$ cat src/rtl/ptts_pkg.sv
`timescale 1ns / 1ps
// Shared types and constants for the periodic task tick scheduler.
// No dependencies; used by every module of the block.
package ptts_pkg;

   localparam int TICK_W     = 24;
   localparam int DATA_W     = 32;
   localparam int CNT_W      = $clog2(TICK_W);
   localparam int SLOTS_DEF  = 16;
   localparam int TIMERS_DEF = 2;

   localparam logic [TICK_W-1:0] TICK_WRAP_RESET = TICK_W'(1000 * 10 * 1000);

   typedef enum logic [2:0] {
      MODE_TICK    = 3'd0,
      MODE_REG     = 3'd1,
      MODE_COLLECT = 3'd2,
      MODE_START   = 3'd3,
      MODE_STOP    = 3'd4,
      MODE_CLEAR   = 3'd5,
      MODE_READ    = 3'd6,
      MODE_DELAY   = 3'd7
   } mode_type;

   typedef struct packed {
      mode_type          mode;
      logic [TICK_W-1:0] interval;
      logic [1:0]        timer_index;
      logic [DATA_W-1:0] delay_ms;
   } req_type;

   typedef struct packed {
      logic              ok;
      logic [3:0]        slot;
      logic [15:0]       pending;
      logic [DATA_W-1:0] timer_value;
      logic [DATA_W-1:0] delay_left;
      logic [TICK_W-1:0] tick_now;
   } rsp_type;

   // command to the shared remainder unit
   typedef struct packed {
      logic              start;
      logic [TICK_W-1:0] dividend;
      logic [TICK_W-1:0] divisor;
   } mod_cmd_type;

   typedef struct packed {
      logic done;
      logic rem_zero;
   } mod_sts_type;

endpackage

$ cat src/rtl/ptts_mod_unit.sv
`timescale 1ns / 1ps
// Iterative restoring remainder unit, one quotient bit per cycle.
// Depends on ptts_pkg.
module ptts_mod_unit (
   input  logic                 clock,
   input  logic                 reset,
   input  ptts_pkg::mod_cmd_type cmd,
   output ptts_pkg::mod_sts_type sts
);

   logic                          busy_ff, busy_in;
   logic                          done_ff, done_in;
   logic [ptts_pkg::CNT_W-1:0]    cnt_ff, cnt_in;
   logic [ptts_pkg::TICK_W-1:0]   rem_ff, rem_in;
   logic [ptts_pkg::TICK_W-1:0]   dvd_ff, dvd_in;
   logic [ptts_pkg::TICK_W-1:0]   div_ff, div_in;
   logic [ptts_pkg::TICK_W:0]     trial;
   logic [ptts_pkg::TICK_W:0]     diff;
   logic                          fits;

   assign trial = {rem_ff, dvd_ff[ptts_pkg::TICK_W-1]};
   assign diff  = trial - {1'b0, div_ff};
   assign fits  = trial >= {1'b0, div_ff};

   always_comb begin
      busy_in = busy_ff;
      done_in = 1'b0;
      cnt_in  = cnt_ff;
      rem_in  = rem_ff;
      dvd_in  = dvd_ff;
      div_in  = div_ff;
      if (cmd.start) begin
         busy_in = 1'b1;
         cnt_in  = '0;
         rem_in  = '0;
         dvd_in  = cmd.dividend;
         div_in  = cmd.divisor;
      end else if (busy_ff) begin
         rem_in = fits ? diff[ptts_pkg::TICK_W-1:0] : trial[ptts_pkg::TICK_W-1:0];
         dvd_in = {dvd_ff[ptts_pkg::TICK_W-2:0], 1'b0};
         cnt_in = cnt_ff + 1'b1;
         if (cnt_ff == ptts_pkg::CNT_W'(ptts_pkg::TICK_W - 1)) begin
            busy_in = 1'b0;
            done_in = 1'b1;
         end
      end
   end

   always_ff @(posedge clock) begin
      if (reset) begin
         busy_ff <= 1'b0;
         done_ff <= 1'b0;
         cnt_ff  <= '0;
      end else begin
         busy_ff <= busy_in;
         done_ff <= done_in;
         cnt_ff  <= cnt_in;
      end
      rem_ff <= rem_in;
      dvd_ff <= dvd_in;
      div_ff <= div_in;
   end

   assign sts.done     = done_ff;
   assign sts.rem_zero = (rem_ff == '0);

`ifndef SYNTHESIS
   a_no_start_busy: assert property (@(posedge clock) disable iff (reset)
      cmd.start |-> !busy_ff)
      else $error("remainder unit restarted while busy");
   a_done_pulse: assert property (@(posedge clock) disable iff (reset)
      done_ff |=> !done_ff)
      else $error("remainder done held for more than one cycle");
   a_done_after_busy: assert property (@(posedge clock) disable iff (reset)
      $rose(done_ff) |-> $past(busy_ff))
      else $error("remainder done without a running division");
`endif

endmodule

$ cat src/rtl/ptts_ctrl.sv
`timescale 1ns / 1ps
// Sequencer and state of the scheduler: slot table, period memory, timers,
// delay countdown. Drives the shared remainder unit. Depends on ptts_pkg.
module ptts_ctrl #(
   parameter int SLOTS  = ptts_pkg::SLOTS_DEF,
   parameter int TIMERS = ptts_pkg::TIMERS_DEF
) (
   input  logic                        clock,
   input  logic                        reset,
   input  logic                        req_take,
   input  ptts_pkg::req_type           req_data,
   output logic                        idle,
   input  logic [ptts_pkg::TICK_W-1:0] wrap_limit,
   output logic                        res_valid,
   input  logic                        res_take,
   output ptts_pkg::rsp_type           res,
   output ptts_pkg::mod_cmd_type       mod_cmd,
   input  ptts_pkg::mod_sts_type       mod_sts
);

   localparam int SLOT_IW  = (SLOTS > 1) ? $clog2(SLOTS) : 1;
   localparam int TIMER_IW = (TIMERS > 1) ? $clog2(TIMERS) : 1;
   localparam logic [SLOT_IW-1:0] LAST_SLOT = SLOT_IW'(SLOTS - 1);

   typedef enum logic [2:0] {
      ST_IDLE,
      ST_FIND,
      ST_SCAN,
      ST_LOAD,
      ST_WAIT,
      ST_DONE
   } state_type;

   state_type                      state_ff, state_in;
   logic [SLOT_IW-1:0]             idx_ff, idx_in;
   logic [ptts_pkg::TICK_W-1:0]    tick_ff, tick_in;
   logic [ptts_pkg::DATA_W-1:0]    delay_ff, delay_in;
   logic [SLOTS-1:0]               used_ff, used_in;
   logic [SLOTS-1:0]               pend_ff, pend_in;
   logic [TIMERS-1:0]              run_ff, run_in;
   logic [ptts_pkg::DATA_W-1:0]    tcount_ff [TIMERS];
   logic [ptts_pkg::DATA_W-1:0]    tcount_in [TIMERS];
   logic [ptts_pkg::TICK_W-1:0]    interval_ff, interval_in;
   ptts_pkg::rsp_type              res_ff, res_in;

   logic [ptts_pkg::TICK_W-1:0]    period_mem [SLOTS];
   logic [ptts_pkg::TICK_W-1:0]    period_rd_ff;
   logic                           mem_we;

   logic                           tidx_ok;
   logic [TIMER_IW-1:0]            tsel;

   assign tidx_ok = 32'(req_data.timer_index) < TIMERS;
   assign tsel    = req_data.timer_index[TIMER_IW-1:0];

   always_comb begin
      state_in    = state_ff;
      idx_in      = idx_ff;
      tick_in     = tick_ff;
      delay_in    = delay_ff;
      used_in     = used_ff;
      pend_in     = pend_ff;
      run_in      = run_ff;
      tcount_in   = tcount_ff;
      interval_in = interval_ff;
      res_in      = res_ff;
      mem_we      = 1'b0;
      mod_cmd.start    = 1'b0;
      mod_cmd.dividend = tick_ff;
      mod_cmd.divisor  = period_rd_ff;

      unique case (state_ff)
         ST_IDLE: begin
            if (req_take) begin
               interval_in = req_data.interval;
               res_in      = '0;
               state_in    = ST_DONE;
               unique case (req_data.mode)
                  ptts_pkg::MODE_TICK: begin
                     if (tick_ff < wrap_limit) begin
                        tick_in = tick_ff + 1'b1;
                     end else begin
                        tick_in = '0;
                     end
                     if (delay_ff != '0) begin
                        delay_in = delay_ff - 1'b1;
                     end
                     for (int t = 0; t < TIMERS; t++) begin
                        if (run_ff[t]) begin
                           tcount_in[t] = tcount_ff[t] + 1'b1;
                        end
                     end
                     res_in.ok = 1'b1;
                     idx_in    = '0;
                     state_in  = ST_SCAN;
                  end
                  ptts_pkg::MODE_REG: begin
                     if (req_data.interval != '0) begin
                        idx_in   = '0;
                        state_in = ST_FIND;
                     end
                  end
                  ptts_pkg::MODE_COLLECT: begin
                     res_in.pending = 16'(used_ff & pend_ff);
                     pend_in        = pend_ff & ~used_ff;
                     res_in.ok      = 1'b1;
                  end
                  ptts_pkg::MODE_START: begin
                     if (tidx_ok) begin
                        run_in[tsel] = 1'b1;
                        res_in.ok    = 1'b1;
                     end
                  end
                  ptts_pkg::MODE_STOP: begin
                     if (tidx_ok) begin
                        run_in[tsel] = 1'b0;
                        res_in.ok    = 1'b1;
                     end
                  end
                  ptts_pkg::MODE_CLEAR: begin
                     if (tidx_ok) begin
                        tcount_in[tsel] = '0;
                        res_in.ok       = 1'b1;
                     end
                  end
                  ptts_pkg::MODE_READ: begin
                     if (tidx_ok) begin
                        res_in.timer_value = tcount_ff[tsel];
                        res_in.ok          = 1'b1;
                     end
                  end
                  ptts_pkg::MODE_DELAY: begin
                     delay_in  = req_data.delay_ms;
                     res_in.ok = 1'b1;
                  end
               endcase
            end
         end
         ST_FIND: begin
            // first free slot, one slot a cycle
            if (!used_ff[idx_ff]) begin
               mem_we          = 1'b1;
               used_in[idx_ff] = 1'b1;
               pend_in[idx_ff] = 1'b0;
               res_in.ok       = 1'b1;
               res_in.slot     = 4'(idx_ff);
               state_in        = ST_DONE;
            end else if (idx_ff == LAST_SLOT) begin
               state_in = ST_DONE;
            end else begin
               idx_in = idx_ff + 1'b1;
            end
         end
         ST_SCAN: begin
            if (used_ff[idx_ff]) begin
               state_in = ST_LOAD;
            end else if (idx_ff == LAST_SLOT) begin
               state_in = ST_DONE;
            end else begin
               idx_in = idx_ff + 1'b1;
            end
         end
         ST_LOAD: begin
            // period read issued in scan is now in period_rd_ff
            mod_cmd.start = 1'b1;
            state_in      = ST_WAIT;
         end
         ST_WAIT: begin
            if (mod_sts.done) begin
               if (mod_sts.rem_zero && period_rd_ff != '0) begin
                  pend_in[idx_ff] = 1'b1;
               end
               if (idx_ff == LAST_SLOT) begin
                  state_in = ST_DONE;
               end else begin
                  idx_in   = idx_ff + 1'b1;
                  state_in = ST_SCAN;
               end
            end
         end
         ST_DONE: begin
            if (res_take) begin
               state_in = ST_IDLE;
            end
         end
         default: begin
            state_in = ST_IDLE;
         end
      endcase
   end

   always_ff @(posedge clock) begin
      if (reset) begin
         state_ff <= ST_IDLE;
         idx_ff   <= '0;
         tick_ff  <= '0;
         delay_ff <= '0;
         used_ff  <= '0;
         pend_ff  <= '0;
         run_ff   <= '0;
         for (int t = 0; t < TIMERS; t++) begin
            tcount_ff[t] <= '0;
         end
      end else begin
         state_ff  <= state_in;
         idx_ff    <= idx_in;
         tick_ff   <= tick_in;
         delay_ff  <= delay_in;
         used_ff   <= used_in;
         pend_ff   <= pend_in;
         run_ff    <= run_in;
         tcount_ff <= tcount_in;
      end
      interval_ff <= interval_in;
      res_ff      <= res_in;
   end

   // period store: one write port, one registered read port
   always_ff @(posedge clock) begin
      if (mem_we) begin
         period_mem[idx_ff] <= interval_ff;
      end
      period_rd_ff <= period_mem[idx_ff];
   end

   assign idle      = (state_ff == ST_IDLE);
   assign res_valid = (state_ff == ST_DONE);

   always_comb begin
      res            = res_ff;
      res.delay_left = delay_ff;
      res.tick_now   = tick_ff;
   end

`ifndef SYNTHESIS
   a_pend_used: assert property (@(posedge clock) disable iff (reset)
      (pend_ff & ~used_ff) == '0)
      else $error("pending flag on a free slot");
   a_used_sticky: assert property (@(posedge clock) disable iff (reset)
      !$past(reset) |-> (($past(used_ff) & ~used_ff) == '0))
      else $error("slot released");
   a_delay_load: assert property (@(posedge clock) disable iff (reset)
      (!$past(reset) && delay_ff > $past(delay_ff)) |->
         ($past(req_take) && $past(req_data.mode) == ptts_pkg::MODE_DELAY))
      else $error("delay countdown grew without a delay request");
`endif

endmodule

$ cat src/rtl/periodic_task_tick_scheduler_core.sv
`timescale 1ns / 1ps
// Tick scheduler top: wrap-limit register, result register, handshakes.
// Tick: scans every slot and runs the shared 24-step remainder unit once for
// each used slot. Register: searches the slot table for the first free slot.
// All other requests go straight from idle to the result state. One request at a time; a result may wait in
// the output register while the next request is taken.
// Synchronous reset clears control state and loads the wrap limit 10000000.
module periodic_task_tick_scheduler_core #(
   parameter int SLOTS  = ptts_pkg::SLOTS_DEF,
   parameter int TIMERS = ptts_pkg::TIMERS_DEF
) (
   input  logic                        clock,
   input  logic                        reset,
   input  logic                        req_valid,
   output logic                        req_stall,
   input  ptts_pkg::req_type           req_data,
   output logic                        rsp_valid,
   input  logic                        rsp_stall,
   output ptts_pkg::rsp_type           rsp_data,
   input  logic                        csr_valid,
   output logic                        csr_ready,
   input  logic [ptts_pkg::TICK_W-1:0] csr_data
);

   logic [ptts_pkg::TICK_W-1:0] wrap_ff, wrap_in;
   logic                        rsp_valid_ff, rsp_valid_in;
   ptts_pkg::rsp_type           rsp_data_ff, rsp_data_in;
   logic                        idle;
   logic                        res_valid;
   logic                        res_take;
   ptts_pkg::rsp_type           res;
   ptts_pkg::mod_cmd_type       mod_cmd;
   ptts_pkg::mod_sts_type       mod_sts;
   logic                        req_take;

   assign csr_ready = 1'b1;
   assign req_stall = !idle;
   assign req_take  = req_valid && idle;
   assign res_take  = res_valid && (!rsp_valid_ff || !rsp_stall);

   always_comb begin
      wrap_in      = (csr_valid && csr_ready) ? csr_data : wrap_ff;
      rsp_valid_in = res_take || (rsp_valid_ff && rsp_stall);
      rsp_data_in  = res_take ? res : rsp_data_ff;
   end

   always_ff @(posedge clock) begin
      if (reset) begin
         wrap_ff      <= ptts_pkg::TICK_WRAP_RESET;
         rsp_valid_ff <= 1'b0;
      end else begin
         wrap_ff      <= wrap_in;
         rsp_valid_ff <= rsp_valid_in;
      end
      rsp_data_ff <= rsp_data_in;
   end

   assign rsp_valid = rsp_valid_ff;
   assign rsp_data  = rsp_data_ff;

   ptts_ctrl #(
      .SLOTS  (SLOTS),
      .TIMERS (TIMERS)
   ) u_ctrl (
      .clock      (clock),
      .reset      (reset),
      .req_take   (req_take),
      .req_data   (req_data),
      .idle       (idle),
      .wrap_limit (wrap_ff),
      .res_valid  (res_valid),
      .res_take   (res_take),
      .res        (res),
      .mod_cmd    (mod_cmd),
      .mod_sts    (mod_sts)
   );

   ptts_mod_unit u_mod (
      .clock (clock),
      .reset (reset),
      .cmd   (mod_cmd),
      .sts   (mod_sts)
   );

endmodule

$ cat config.mk
export PLATFORM = sky130hd
export DESIGN_NAME = periodic_task_tick_scheduler_core
export DESIGN_NICKNAME = d
export VERILOG_FILES = /design/src/rtl/ptts_pkg.sv /design/src/rtl/ptts_mod_unit.sv /design/src/rtl/ptts_ctrl.sv /design/src/rtl/periodic_task_tick_scheduler_core.sv
export SDC_FILE = /design/constraint.sdc
export NUM_CORES = 1
export LEC_CHECK = 0
export BUFFER_PORTS_ARGS = -buffer_cell sky130_fd_sc_hd__buf_2
export CAP_MARGIN = 10
export CORE_MARGIN = 3
export CORE_UTILIZATION = 50
export DETAILED_ROUTE_END_ITERATION = 10
export PLACE_DENSITY_LB_ADDON = 0.2
export SETUP_SLACK_MARGIN = 0.2
export SLEW_MARGIN = 25
export SYNTH_ARGS = -nofsm -noshare
export SYNTH_HDL_FRONTEND = slang
export SYNTH_SLANG_ARGS = --single-unit
$ cat constraint.sdc
create_clock -name clock -period 8.1 [get_ports clock]
set_input_delay 0.81 -clock clock [delete_from_list [all_inputs] [get_ports clock]]
set_output_delay 0.81 -clock clock [all_outputs]
set_load 0.05 [all_outputs]
Yosys cells after proc, flatten, opt, wreduce, memory -nomap -nowiden. Memory sizes are Yosys's and may differ from the RTL's. A register that Yosys moved wholly into a read port is not among the register bits. Index checks and enable logic that the tools add are counted.

Register bits after elaboration: 451. Latch bits: 0. Bits in writable memories: 384. ROM bits: 0. Bits of input ports: 90. Output and inout bits: 112. Word-level logic and storage cells: 196. Memories kept: 1.

Memory list: u_ctrl.period_mem (words 16, width 24, read ports 1, clocked after memory_dff 1, write ports 1, line ptts_ctrl.sv:46) `logic [ptts_pkg::TICK_W-1:0] period_mem [SLOTS];`.

Add/sub/neg operators: 7. Multipliers: 0. Div/mod/pow operators: 0. Magnitude comparators: 9. Eq/ne operators: 30. Shifts and indexed selects: 0. Mux-type cells: 65. Bitwise gates (word level): 15. Reduce and logical (&&, ||, !) cells: 41.

Operators with widths (number): $mux W32 (9); $pmux W64 S2 (1); $mux W109 (1); $mux W16 (6); $mux W24 (4); $add A32 B1 Y32 const B (2); $and A64 B64 Y64 (1); $mux W64 (1); $not A64 Y64 (1); $pmux W32 S2 (1); $and A16 B16 Y16 (3); $pmux W16 S3 (1); $reduce_bool A24 Y1 (2); $demux W32 S1 (1); $not A16 Y16 (2); $or A16 B16 Y16 (2); $reduce_bool A32 Y1 (1); $sub A32 B1 Y32 const B (1); $ge A25 B24 Y1 (1); $add A24 B1 Y24 const B (1); $logic_not A24 Y1 (1); $lt A24 B24 Y1 (1); $mux W3 (8); $mux W4 (6); 53 further kinds (109).

Logic depth before layout (Yosys ltp). Gate-level depths: netlist of run 1.

Depth after elaboration: 9. Mapped depth: 12. Mapped depth without buffers: 12.

By module. Synthesis of run 1 repeated with hierarchy kept, for this count alone.

Cell total of the unflattened synthesis: 2671. Area, all modules: 36238.5 um2.

Modules (own cells, without submodules): ptts_ctrl (times used 1, cells an instance 1996, area an instance 27336.2 um2, seq. area each 17546.8 um2); ptts_mod_unit (times used 1, cells an instance 480, area an instance 4685.7 um2, seq. area each 2062.0 um2); periodic_task_tick_scheduler_core (times used 1, cells an instance 195, area an instance 4216.5 um2, seq. area each 3773.6 um2).

Worst setup path after synthesis of run 1. No wires, ideal clock.

Kind: register to register. Start: register u_ctrl.state_ff[2]. End: register rsp_data_ff, in the netlist rsp_data[0], enable pin. Setup time: 612 ps. Arrival time: 6191 ps. Required time: 7488 ps. Setup slack: 1297 ps. Stages on the path, launching flop included: 5. Path buffers: 2. Clock period less this slack: 6803 ps. Path through: dfxtp_1 clkbuf_1 clkbuf_1 nand2_1 a21oi_1.

Word-level cells in the longest chain between the ends: 2.

Ends and longest elaborated chain: from (decl) (line ptts_ctrl.sv:34) `state_type state_ff, state_in;`; from (signal assigned) (line ptts_ctrl.sv:205) `state_ff <= state_in;`; $eq A3 B3 Y1 (line ptts_ctrl.sv:227) `assign res_valid = (state_ff == ST_DONE);`; $logic_and A1 B1 Y1 (line periodic_task_tick_scheduler_core.sv:39) `assign res_take = res_valid && (!rsp_valid_ff || !rsp_stall);`; via res_take (line periodic_task_tick_scheduler_core.sv:30) `logic res_take;`; to (signal assigned) (line periodic_task_tick_scheduler_core.sv:55) `rsp_data_ff <= rsp_data_in;`; to (decl) (line periodic_task_tick_scheduler_core.sv:27) `ptts_pkg::rsp_type rsp_data_ff, rsp_data_in;`.

The timed path passes the listed nets, and every way through them passes these cells. A chain may end at the register's enable or synchronous reset.

Final worst setup path of run 1.
Start: register u_ctrl.idx_ff[0]. End: memory u_ctrl.period_mem[13][22] (netlist bit), enable pin.

Word-level cells in the longest chain between the ends: 6.

Ends and longest elaborated chain: from (decl) (line ptts_ctrl.sv:35) `logic [SLOT_IW-1:0] idx_ff, idx_in;`; from (signal assigned) (line ptts_ctrl.sv:206) `idx_ff <= idx_in;`; $bmux W1 S4 (line ptts_ctrl.sv:141) `if (!used_ff[idx_ff]) begin`; $mux W1 (implied by the code) (line ptts_ctrl.sv:141); $mux W1 (line ptts_ctrl.sv:141); $mux W1 (line ptts_ctrl.sv:72) `unique case (state_ff)`; $mux W1 (line ptts_ctrl.sv:220) `if (mem_we) begin`; $mux W1 (implied by the code) (line ptts_ctrl.sv:221) `period_mem[idx_ff] <= interval_ff;`; to (decl) (line ptts_ctrl.sv:46).

Parallel ways exist; a longest one is shown, timed or not. The select of a mux whose other input is x is not followed.

==> metrics.md, run 1 <==
| Metric | Value |
|---|---|
| Status | finished, final reports clean |
| Clock sinks | 859 |
| Yosys warnings | 0 |
| Setup WS pre-CTS | 4.33 ns |
| Seq/Total Area, Yosys | 65.9% |
| Vias in the first global route | 22,046 |
| CTS Buffer Depth | 3 |
| Post-layout util | 57.8% |
| Crit path max fanout | 35 |
| Tmin final | 3.56 ns |
| Top cells by area, synth | edfxtp_1 52%, dfxtp_1 14%, mux4_2 7.9% |
| Via density | 5.80 |
| R2R cell count | 5 |
| Final ANT Viol Nets | 0 |
| Max-slew headroom | 34.9% |
| Grt ovf | 0 |
| Routability cong. | 0.882 |
| Worst-path cell chain | mux4_2 > mux4_2 > or2_1 > nor2_2 > buf_4 |
| PD cells | 315 mW/mm² |
| First drt pass iteration count | 6 |
| Buffer count from post-CTS setup fixing | 0 |
| Post-Syn Area per Cell | 13.4 µm² |
| Root buffer cell | clkbuf_16 |
| Hold Path Class | in -> reg |
| Sink of the worst hold path | u_ctrl.interval_ff[18] |
| R2r setup slk | 4.54 ns |
| Main synth FF type | edfxtp_1 |
| Total number of vias | 22,317 |
| Largest net degree at the start of global routing | 70 |
| Cell with the most instances after synthesis | edfxtp_1 |
| # DRC | 0 |
| Critical R2R Launch | u_ctrl.idx_ff[0] |
| Leakage | 14.1 nW |
| Post-synthesis net count | 2,787 |
| Core region area | 0.0701 mm² |
| FF/Latch Area | 0.0234 mm² |
| CP peak stage delay | 0.79 ns |
| Critical Path AT | 3.83 ns |
| Asr flop ratio synth | 0% |
| Ports | 202 |
| Port bufs | 200 |
| Final Hold Viols | 0 |
| GRT Resource Usage Total | 22.3% |
| Fin. max-slew vios | 0 |
| Post_cts resized | 0 |
| TritonCTS buffer count | 87 |
| Gate Count Post-Synth | 2,639 |
| TritonCTS clock tree | done |
| Final Cell Area | 0.0405 mm² |
| Final Setup Violations | 0 |
| Share of post-route cells with drive strength above 1 | 18.7% |
| DIE AREA | 0.0742 mm² |
| Worst hold stages | 1 |
| First-pass GRT wire length | 129,000 µm |
| Die Y | 272 µm |
| Wire length per cell | 21.4 µm |
| Placed cell area | 0.0375 mm² |
| TNS Setup | 0 ns |
| Syn-to-layout area delta | 14.3% |
| PnR worst setup slack | 4.54 ns |
| Unrepaired setup endpoints after global routing | false |
| Antenna violations before repair | 3 |
| Total of max-cap violations | 0 |
| Cts hold-fix bufs | 0 |
| VDD IR max | 203 µV |
| Clock Pin Slew Worst Setup and Hold Paths | 0.06 ns |
| Initial Util | 50.6% |
| Synth area leader | edfxtp_1 |
| Design Power | 12.8 mW |
| Number of synthesized flops with an enable pin | 618 |
| Most frequent CP cell | mux4_2 |
| Yosys reg bits | 859 |
| Setup CP Type | reg -> reg |
| Skew final | 0.0228 ns |
| Worst Tran Pin Value | 0.974 ns |
| Buf/Inv on CP | 1 |
| Cell count after placement | 3,687 |
| Fin Hold WS | 0.356 ns |
| Site row count | 97 |
| Die Wd | 272 µm |
| Nets | 2,984 |
| Worst setup EP type | register |
| Setup crit start kind | register |
| Clock Latency Late Sink | 0.65 ns |
| F_max | 0.281 GHz |
| HP Start | req_data[52] |
| Multi-input logic area | 0.0114 mm² |
| Mapped Area | 0.0355 mm² |
| Worst reg2reg endpoint | u_ctrl.period_mem[13][22] |
| Initial DRC count | 1,966 |
| Share of the synthesized area in the top cell type | 52.3% |
| Fill cells | 5,581 |
| Required time worst endpoint | 8.37 ns |
| Post-synth top cells | 618 x edfxtp_1, 272 x nor2_1, 241 x dfxtp_1 |
| Top delay family on crit path | multiplexers |
| Non-Filler Instances | 3,849 |
| Htree depth | 3 |
| Synth unique cells | 77 |
| Slowest cell on crit path | dfxtp_4 |
| DP HPWL | 52,400 µm |
| Routed WL | 82,400 µm |
| Period utilization | 43.9% |
-- worst max-delay path by stage --
stage,from,end,slack [ns],depth (start not counted)
final,u_ctrl.idx_ff[0],u_ctrl.period_mem[13][22],4.54,5
after CTS,u_ctrl.idx_ff[0],u_ctrl.period_mem[12][17],4.48,5
after global placement,req_data[44],u_ctrl.idx_ff[3],4.43,9
after floorplan,u_ctrl.state_ff[2],rsp_data[0],1.30,4
after detailed placement,req_data[58],u_ctrl.tcount_ff[17],4.33,7
after global routing,u_ctrl.idx_ff[0],u_ctrl.period_mem[9][1],4.35,5
-- routing by layer --
metal / vias up / global-route usage, % / wire [µm]
met5: - / 0 / 31
met4: 4 / 6.17 / 1990
li1: 10384 / - / -
met3: 129 / 3.27 / 5260
met2: 753 / 37.0 / 39800
met1: 11047 / 30.8 / 35300
-- sequential cells by signal (all words and copies together) (netlist names), 3 cells and up, named ones only --
signal and flops:
u_ctrl.period_mem 384, rsp_data 109, u_ctrl.tcount_ff 64, u_ctrl.res 53, u_ctrl.delay_ff 32, u_ctrl.interval_ff 24
u_ctrl.period_rd_ff 24, u_ctrl.tick_ff 24, u_mod.div_ff 24, u_mod.dvd_ff 24, u_mod.rem_ff 24, wrap_ff 24
u_ctrl.pend_ff 16, u_ctrl.used_ff 16, u_mod.cnt_ff 5, u_ctrl.idx_ff 4, u_ctrl.state_ff 3
-- kinds of logic after synthesis --
family	Yosys count	share of synthesized area, %
AO/OA/AOI/OAI	468	8.07
XOR/XNOR	45	1.11
adder cells (fa/ha/maj)	58	2.07
buffers and inverters	205	2.22
flip-flops	859	65.9
multiplexers	204	10.2
other	1	0.0106
AND/OR/NAND/NOR	799	10.4
-- where the power goes --
| part | internal (mW) | switching, mW | leakage, nW |
|---|---|---|---|
| clock | 2.51 | 1.67 | 1.46 |
| sequential | 5.35 | 0.423 | 7.63 |
| combinational | 1.09 | 1.74 | 5.03 |
| total | 8.95 | 3.83 | 14.1 |
-- cell type report --
class                      count  share of cell area (%)
sequential                   859                    57.7
inverter                      73                   0.679
tap                          940                    2.90
multi-input combinational   1575                    28.0
antenna                        1                 0.00617
timing repair buffer         240                    3.22
clock inverter                43                    1.41
clock buffer                 118                    6.04
-- cell usage in the layout (no fill, tap or decap), types with 34 or more instances in the layout --
cell and n:
dfxtp_1 237, ha_1 57, and3_1 36, o21ai_1 34
inv_1 72, o21ai_0 93, nor2_1 257, a21oi_1 148
buf_4 41, buf_2 199, nand2_1 231, nand3_1 71
mux2i_1 70, mux4_2 125, clkbuf_16 90, edfxtp_1 618
Power figures use the tool's default switching activity.
==> run 2: changes to the inputs <==
==> constraint.sdc (replaced) <==
create_clock -name clock -period 3.25 [get_ports clock]
set_input_delay 0.325 -clock clock [delete_from_list [all_inputs] [get_ports clock]]
set_output_delay 0.325 -clock clock [all_outputs]
set_load 0.05 [all_outputs]
==> run 2 against run 1 <==
Sequential share of layout area decreased by 1.3 points. Non-clock buffer count increased by 79. Maximum frequency increased by 22%. Cell count increased by 2.1%. Clock skew increased by 0.0018 ns. Routed wire length increased by 2.6%. Highest routed layer is now met4.
==> metrics.md, run 2 (same netlist as run 1, synthesis figures left out) <==
| Metric | Value |
|---|---|
| Status | finished, final reports clean (unchanged) |
| Crit. Startpoint | u_ctrl.idx_ff[0] (unchanged) |
| Final Hold Viols | 0 (unchanged) |
| Share of post-route cells with drive strength above 1 | 19.4% (was 18.7%) |
| Worst Tran Pin Value | 0.881 ns (was 0.974 ns) |
| CP peak stage delay | 0.59 ns (was 0.79 ns) |
| Critical R2R Launch | u_ctrl.idx_ff[0] (unchanged) |
| Required time worst endpoint | 3.56 ns (was 8.37 ns) |
| Setup CP Type | reg -> reg (unchanged) |
| Final ANT Viol Nets | 0 (unchanged) |
| Cell count after placement | 3,715 (was 3,687) |
| Site row count | 97 (unchanged) |
| Buf/Inv on CP | 1 (unchanged) |
| Clock Latency Late Sink | 0.64 ns (was 0.65 ns) |
| Top delay family on crit path | multiplexers (unchanged) |
| Vias in the first global route | 22,250 (was 22,046) |
| GRT met1 Usage | 31.5% (was 30.8%) |
| Fin Hold WS | 0.0480 ns (was 0.356 ns) |
| Wire length per cell | 21.5 µm (was 21.4 µm) |
| Clock Pin Slew Worst Setup and Hold Paths | 0.06 ns (about the same) |
| Leakage | 14.5 nW (was 14.1 nW) |
| Total number of vias | 22,764 (was 22,317) |
| Commonest non-fill, non-tap cell in the layout | edfxtp_1 (unchanged) |
| Die Wd | 272 µm (unchanged) |
| TritonCTS buffer count | 86 (was 87) |
| Multi-input logic area | 0.0114 mm² (about the same) |
| Via density | 5.79 (was 5.80) |
| Port bufs | 200 (unchanged) |
| Crit path max fanout | 24 (was 35) |
| VDD IR max | 618 µV (was 203 µV) |
| Nets | 3,062 (was 2,984) |
| PnR worst setup slack | 0.334 ns (was 4.54 ns) |
| HP Start | req_data[21] (was req_data[52]) |
| Fin. max-slew vios | 0 (unchanged) |
| PD cells | 774 mW/mm² (was 315 mW/mm²) |
| Unrepaired setup endpoints after global routing | false (unchanged) |
| Design Power | 32.1 mW (was 12.8 mW) |
| Top Usage Layer GRT | met2 (unchanged) |
| Period utilization | 89.7% (was 43.9%) |
| CTS Buffer Depth | 3 (unchanged) |
| FF/Latch Area | 0.0234 mm² (unchanged) |
| Routability cong. | 0.886 (was 0.882) |
| Critical Path AT | 3.23 ns (was 3.83 ns) |
| Skew final | 0.0246 ns (was 0.0228 ns) |
| Most frequent CP cell | mux4_2 (unchanged) |
| Fill cells | 5,483 (was 5,581) |
| Final Setup Violations | 0 (unchanged) |
| Clock sinks | 859 (unchanged) |
| Tmin final | 2.92 ns (was 3.56 ns) |
| Core region area | 0.0701 mm² (unchanged) |
| Biggest register | u_ctrl.period_mem (unchanged) |
| Ports | 202 (unchanged) |
| Setup WS pre-CTS | 0.256 ns (was 4.33 ns) |
| Syn-to-layout area delta | 16.9% (was 14.3%) |
| Total of max-cap violations | 0 (unchanged) |
| Non-Filler Instances | 3,930 (was 3,849) |
| Routed WL | 84,500 µm (was 82,400 µm) |
| Setup crit start kind | register (unchanged) |
| F_max | 0.343 GHz (was 0.281 GHz) |
| Hold Path Class | in -> reg (unchanged) |
| Htree depth | 3 (unchanged) |
| Die Y | 272 µm (unchanged) |
| TNS Setup | 0 ns (unchanged) |
| Global routing met2 resource utilization | 38.3% (was 37.0%) |
| Most frequent cells in the layout | 618 x edfxtp_1, 257 x nor2_1, 237 x dfxtp_1 (unchanged) |
| Initial Util | 50.6% (unchanged) |
| Largest net degree at the start of global routing | 110 (was 70) |
| # DRC | 0 (unchanged) |
| DP HPWL | 53,300 µm (was 52,400 µm) |
| GRT Resource Usage Total | 22.8% (was 22.3%) |
| Number of flip-flops under the largest register name | 384 (unchanged) |
| Worst setup EP type | register (unchanged) |
| Slowest cell on crit path | mux4_2 (was dfxtp_4) |
| Max-slew headroom | 41.2% (was 34.9%) |
| First drt pass iteration count | 6 (unchanged) |
| Antenna violations before repair | 4 (was 3) |
| DIE AREA | 0.0742 mm² (unchanged) |
| Initial DRC count | 2,101 (was 1,966) |
| Grt ovf | 0 (unchanged) |
| Root buffer cell | clkbuf_16 (unchanged) |
| TritonCTS clock tree | done (unchanged) |
| Met3 Use GR | 3.21% (was 3.27%) |
| First-pass GRT wire length | 131,000 µm (was 129,000 µm) |
| Worst-path cell chain | mux4_2 > mux4_2 > or2_2 > nor2_2 > buf_12 (was mux4_2 > mux4_2 > or2_1 > nor2_2 > buf_4) |
run 2: cell types whose count changed in the layout (fill, tap and decap cells not counted), moves of 3 or more:
cell	delta
buf_12	+20
buf_4	+8
clkinv_1	-4
inv_16	+3
clkinv_2	+3
dlygate4sd3_1	+50
run 2: cell type report:
| type | count | share of cell area, % |
|---|---|---|
| sequential | 859 | 56.4 |
| antenna | 2 | 0.0121 |
| timing repair buffer | 319 | 5.49 |
| clock inverter | 45 | 1.33 |
| multi-input combinational | 1575 | 27.5 |
| tap | 940 | 2.84 |
| inverter | 73 | 0.667 |
| clock buffer | 117 | 5.77 |
run 2: layer usage:
metal	up-vias	routed length, µm
met1	11376	36000
met3	125	4950
met2	725	41700
met5	-	0
met4	0	1860
li1	10538	-
run 2: report_power, final:
part	switching, mW	internal, mW
clock network	4.22	6.01
registers	0.977	13.3
logic	4.58	2.98
total	9.78	22.3
run 2: worst paths after layout:
check                                                 end  slack (ns)  cells past startpoint
worst max-delay path            u_ctrl.period_mem[13][23]        0.33                      5
worst min-delay path                  u_ctrl.delay_ff[21]        0.05                      3
worst max register to register  u_ctrl.period_mem[13][23]        0.33                      5
worst min register to register              rsp_data[102]        0.41                      0
run 2: worst reg2reg max path, cell delays in order (launching register included):
cell	delay [ns]
dfxtp_4	0.42
mux4_2	0.50
mux4_2	0.59
or2_2	0.52
nor2_2	0.28
buf_12	0.26
run 2: through the flow:
stage	cell area, µm²	util [%]
CTS	41400	59.0
detailed placement	38000	54.1
floorplan	35500	-
global route	41400	59.1
global placement	38000	54.1
finish	41400	59.1
run 2: repair_timing:
action / in CTS / in global routing
hold buffers: 50 / 0
hold endpoints to repair: 50 / 0
setup endpoints to repair: 0 / 200
buffers inserted: 0 / 1
gates resized for setup: 0 / 8
==> run 3: changes to the inputs <==
--- a/config.mk
+++ b/config.mk
@@ -10,7 +10,8 @@
 export CORE_MARGIN = 3
 export CORE_UTILIZATION = 50
 export DETAILED_ROUTE_END_ITERATION = 10
-export PLACE_DENSITY_LB_ADDON = 0.2
+export PLACE_DENSITY = 0.7
+export RECOVER_POWER = 100
 export SETUP_SLACK_MARGIN = 0.2
 export SLEW_MARGIN = 25
 export SYNTH_ARGS = -nofsm -noshare
==> run 3 against run 2 <==
The flow now finishes with violations (capacitance limit, slew limit). Non-clock buffer count shrank 4. Global-route usage down 0.53 points. Sequential power barely moved. Worst setup slack got worse by 0.12 ns. Largest power group unchanged. Combinational power down 4.1%. Count of clock-buffer cells in the layout down 7. Sequential share of layout area increased by 0.61 points. Routed wire length is 1.4% lower.
==> metrics.md, run 3 (same netlist as run 1, synthesis figures left out) <==
| Metric | Value |
|---|---|
| Ports | 202 (unchanged) |
| Setup CP Type | reg -> reg (unchanged) |
| Required time worst endpoint | 3.50 ns (was 3.56 ns) |
| Final Setup Violations | 0 (unchanged) |
| Cell count after placement | 3,714 (was 3,715) |
| Setup crit start kind | register (unchanged) |
| Crit path max fanout | 24 (unchanged) |
| Antenna Cells | 0 (was 2) |
| Vias in the first global route | 22,555 (was 22,250) |
| Antenna violations before repair | 3 (was 4) |
| Core region area | 0.0701 mm² (unchanged) |
| First drt pass iteration count | 6 (unchanged) |
| GRT Resource Usage Total | 22.3% (was 22.8%) |
| Fin. max-slew vios | 70 (was 0) |
| F_max | 0.330 GHz (was 0.343 GHz) |
| Leakage | 14.0 nW (was 14.5 nW) |
| CP peak stage delay | 0.58 ns (was 0.59 ns) |
| Worst Tran Pin Value | 1.84 ns (was 0.881 ns) |
| Fin Hold WS | 0.0466 ns (was 0.0480 ns) |
| TritonCTS clock tree | done (unchanged) |
| Share of post-route cells with drive strength above 1 | 13.9% (was 19.4%) |
| Max-slew headroom | -22.7% (was 41.2%) |
| Clock Latency Late Sink | 0.63 ns (was 0.64 ns) |
| Root buffer cell | clkbuf_16 (unchanged) |
| DP HPWL | 51,600 µm (was 53,300 µm) |
| Hold Path Class | in -> reg (unchanged) |
| Largest net degree at the start of global routing | 102 (was 110) |
| Slowest cell on crit path | mux4_2 (unchanged) |
| Routability cong. | 0.903 (was 0.886) |
| Clock sinks | 859 (unchanged) |
| Initial Util | 50.6% (unchanged) |
| Period utilization | 93.3% (was 89.7%) |
| VDD IR max | 752 µV (was 618 µV) |
| Post-layout util | 58.5% (was 59.1%) |
| TNS Setup | 0 ns (unchanged) |
| # DRC | 0 (unchanged) |
| Tmin final | 3.03 ns (was 2.92 ns) |
| Status | finished with violations (was finished, final reports clean) |
| First-pass GRT wire length | 129,000 µm (was 131,000 µm) |
| Die Wd | 272 µm (unchanged) |
| Number of flip-flops under the largest register name | 384 (unchanged) |
| Top delay family on crit path | multiplexers (unchanged) |
| Non-Filler Instances | 3,924 (was 3,930) |
| Grt ovf | 0 (unchanged) |
| Worst-path cell chain | mux4_2 > mux4_2 > or2_2 > nor2_1 > clkbuf_4 (was mux4_2 > mux4_2 > or2_2 > nor2_2 > buf_12) |
| Design Power | 31.7 mW (was 32.1 mW) |
| Die Y | 272 µm (unchanged) |
| PD cells | 773 mW/mm² (was 774 mW/mm²) |
| Site row count | 97 (unchanged) |
| Htree depth | 3 (unchanged) |
| Wire length per cell | 21.2 µm (was 21.5 µm) |
| Routed WL | 83,300 µm (was 84,500 µm) |
| Most frequent CP cell | mux4_2 (unchanged) |
| Total of max-cap violations | 2 (was 0) |
| Port bufs | 200 (unchanged) |
| Critical Path AT | 3.28 ns (was 3.23 ns) |
| Buffer count from post-CTS setup fixing | 0 (unchanged) |
| Via density | 5.80 (was 5.79) |
| CTS Buffer Depth | 3 (unchanged) |
| Worst setup EP type | register (unchanged) |
| Final ANT Viol Nets | 0 (unchanged) |
| Final Hold Viols | 0 (unchanged) |
| DIE AREA | 0.0742 mm² (unchanged) |
| Total number of vias | 22,777 (was 22,764) |
| Initial DRC count | 2,300 (was 2,101) |
| Unrepaired setup endpoints after global routing | true (was false) |
| Syn-to-layout area delta | 15.6% (was 16.9%) |
| Buf/Inv on CP | 1 (unchanged) |
| Biggest register | u_ctrl.period_mem (unchanged) |
| Most frequent cells in the layout | 618 x edfxtp_1, 270 x nor2_1, 238 x dfxtp_1 (was 618 x edfxtp_1, 257 x nor2_1, 237 x dfxtp_1) |
| Clock Pin Slew Worst Setup and Hold Paths | 0.06 ns (about the same) |
| Nets | 3,060 (was 3,062) |
| Skew final | 0.0286 ns (was 0.0246 ns) |
| Commonest non-fill, non-tap cell in the layout | edfxtp_1 (unchanged) |
| Violated checks | capacitance limit, slew limit |
| TritonCTS buffer count | 88 (was 86) |
## run 3: through the flow
stage	worst slack (ns)	cell area [µm²]
floorplan	-0.376	35500
global placement	0.301	37900
detailed placement	0.256	37900
CTS	0.225	41300
global route	0.101	41000
finish	0.217	41000
## run 3: cell type report
class | instances | area, µm²
clock buffers | 110 | 2410
repair buffers | 315 | 1870
well taps | 940 | 1180
fillers | 5532 | 29100
clock inverters | 52 | 543
inverters | 73 | 277
multi-input cells | 1575 | 11300
flip-flops and latches | 859 | 23400
## run 3: what timing repair did
| item | CTS | global route |
|---|---|---|
| hold endpoints to repair | 48 | 0 |
| setup endpoints to repair | 0 | 309 |
| gates resized for setup | 0 | 12 |
| hold buffers | 48 | 0 |
## run 3: worst paths after layout
kind | from | to | slack (ns) | cells past startpoint
worst max-delay path | u_ctrl.idx_ff[0] | u_ctrl.period_mem[8][15] | 0.22 | 5
worst min-delay path | req_data[26] | u_ctrl.delay_ff[26] | 0.05 | 5
worst max register to register | u_ctrl.idx_ff[0] | u_ctrl.period_mem[8][15] | 0.22 | 5
worst min register to register | u_ctrl.res[73] | rsp_data[73] | 0.41 | 0
## run 3: report_power, final
part           internal (mW)  leakage, nW  switching [mW]
Clock                   6.06         1.44            4.11
Sequential              13.3         7.63           0.949
Combinational           2.78         4.93            4.47
Total                   22.2         14.0            9.53
## run 3: metal layers
layer | GRT usage (%) | up-vias | share of wire [%]
met3 | 3.61 | 155 | 6.0
met5 | 0 | - | 0.016
met2 | 36.5 | 800 | 49
met4 | 7.74 | 2 | 2.8
li1 | - | 10538 | -
met1 | 30.5 | 11282 | 43
## run 3: worst min-delay path, stage by stage
cell and delay, ns:
buf_2 0.07, nand2_1 0.04, o31ai_1 0.06, a22oi_1 0.06, nor2_1 0.08
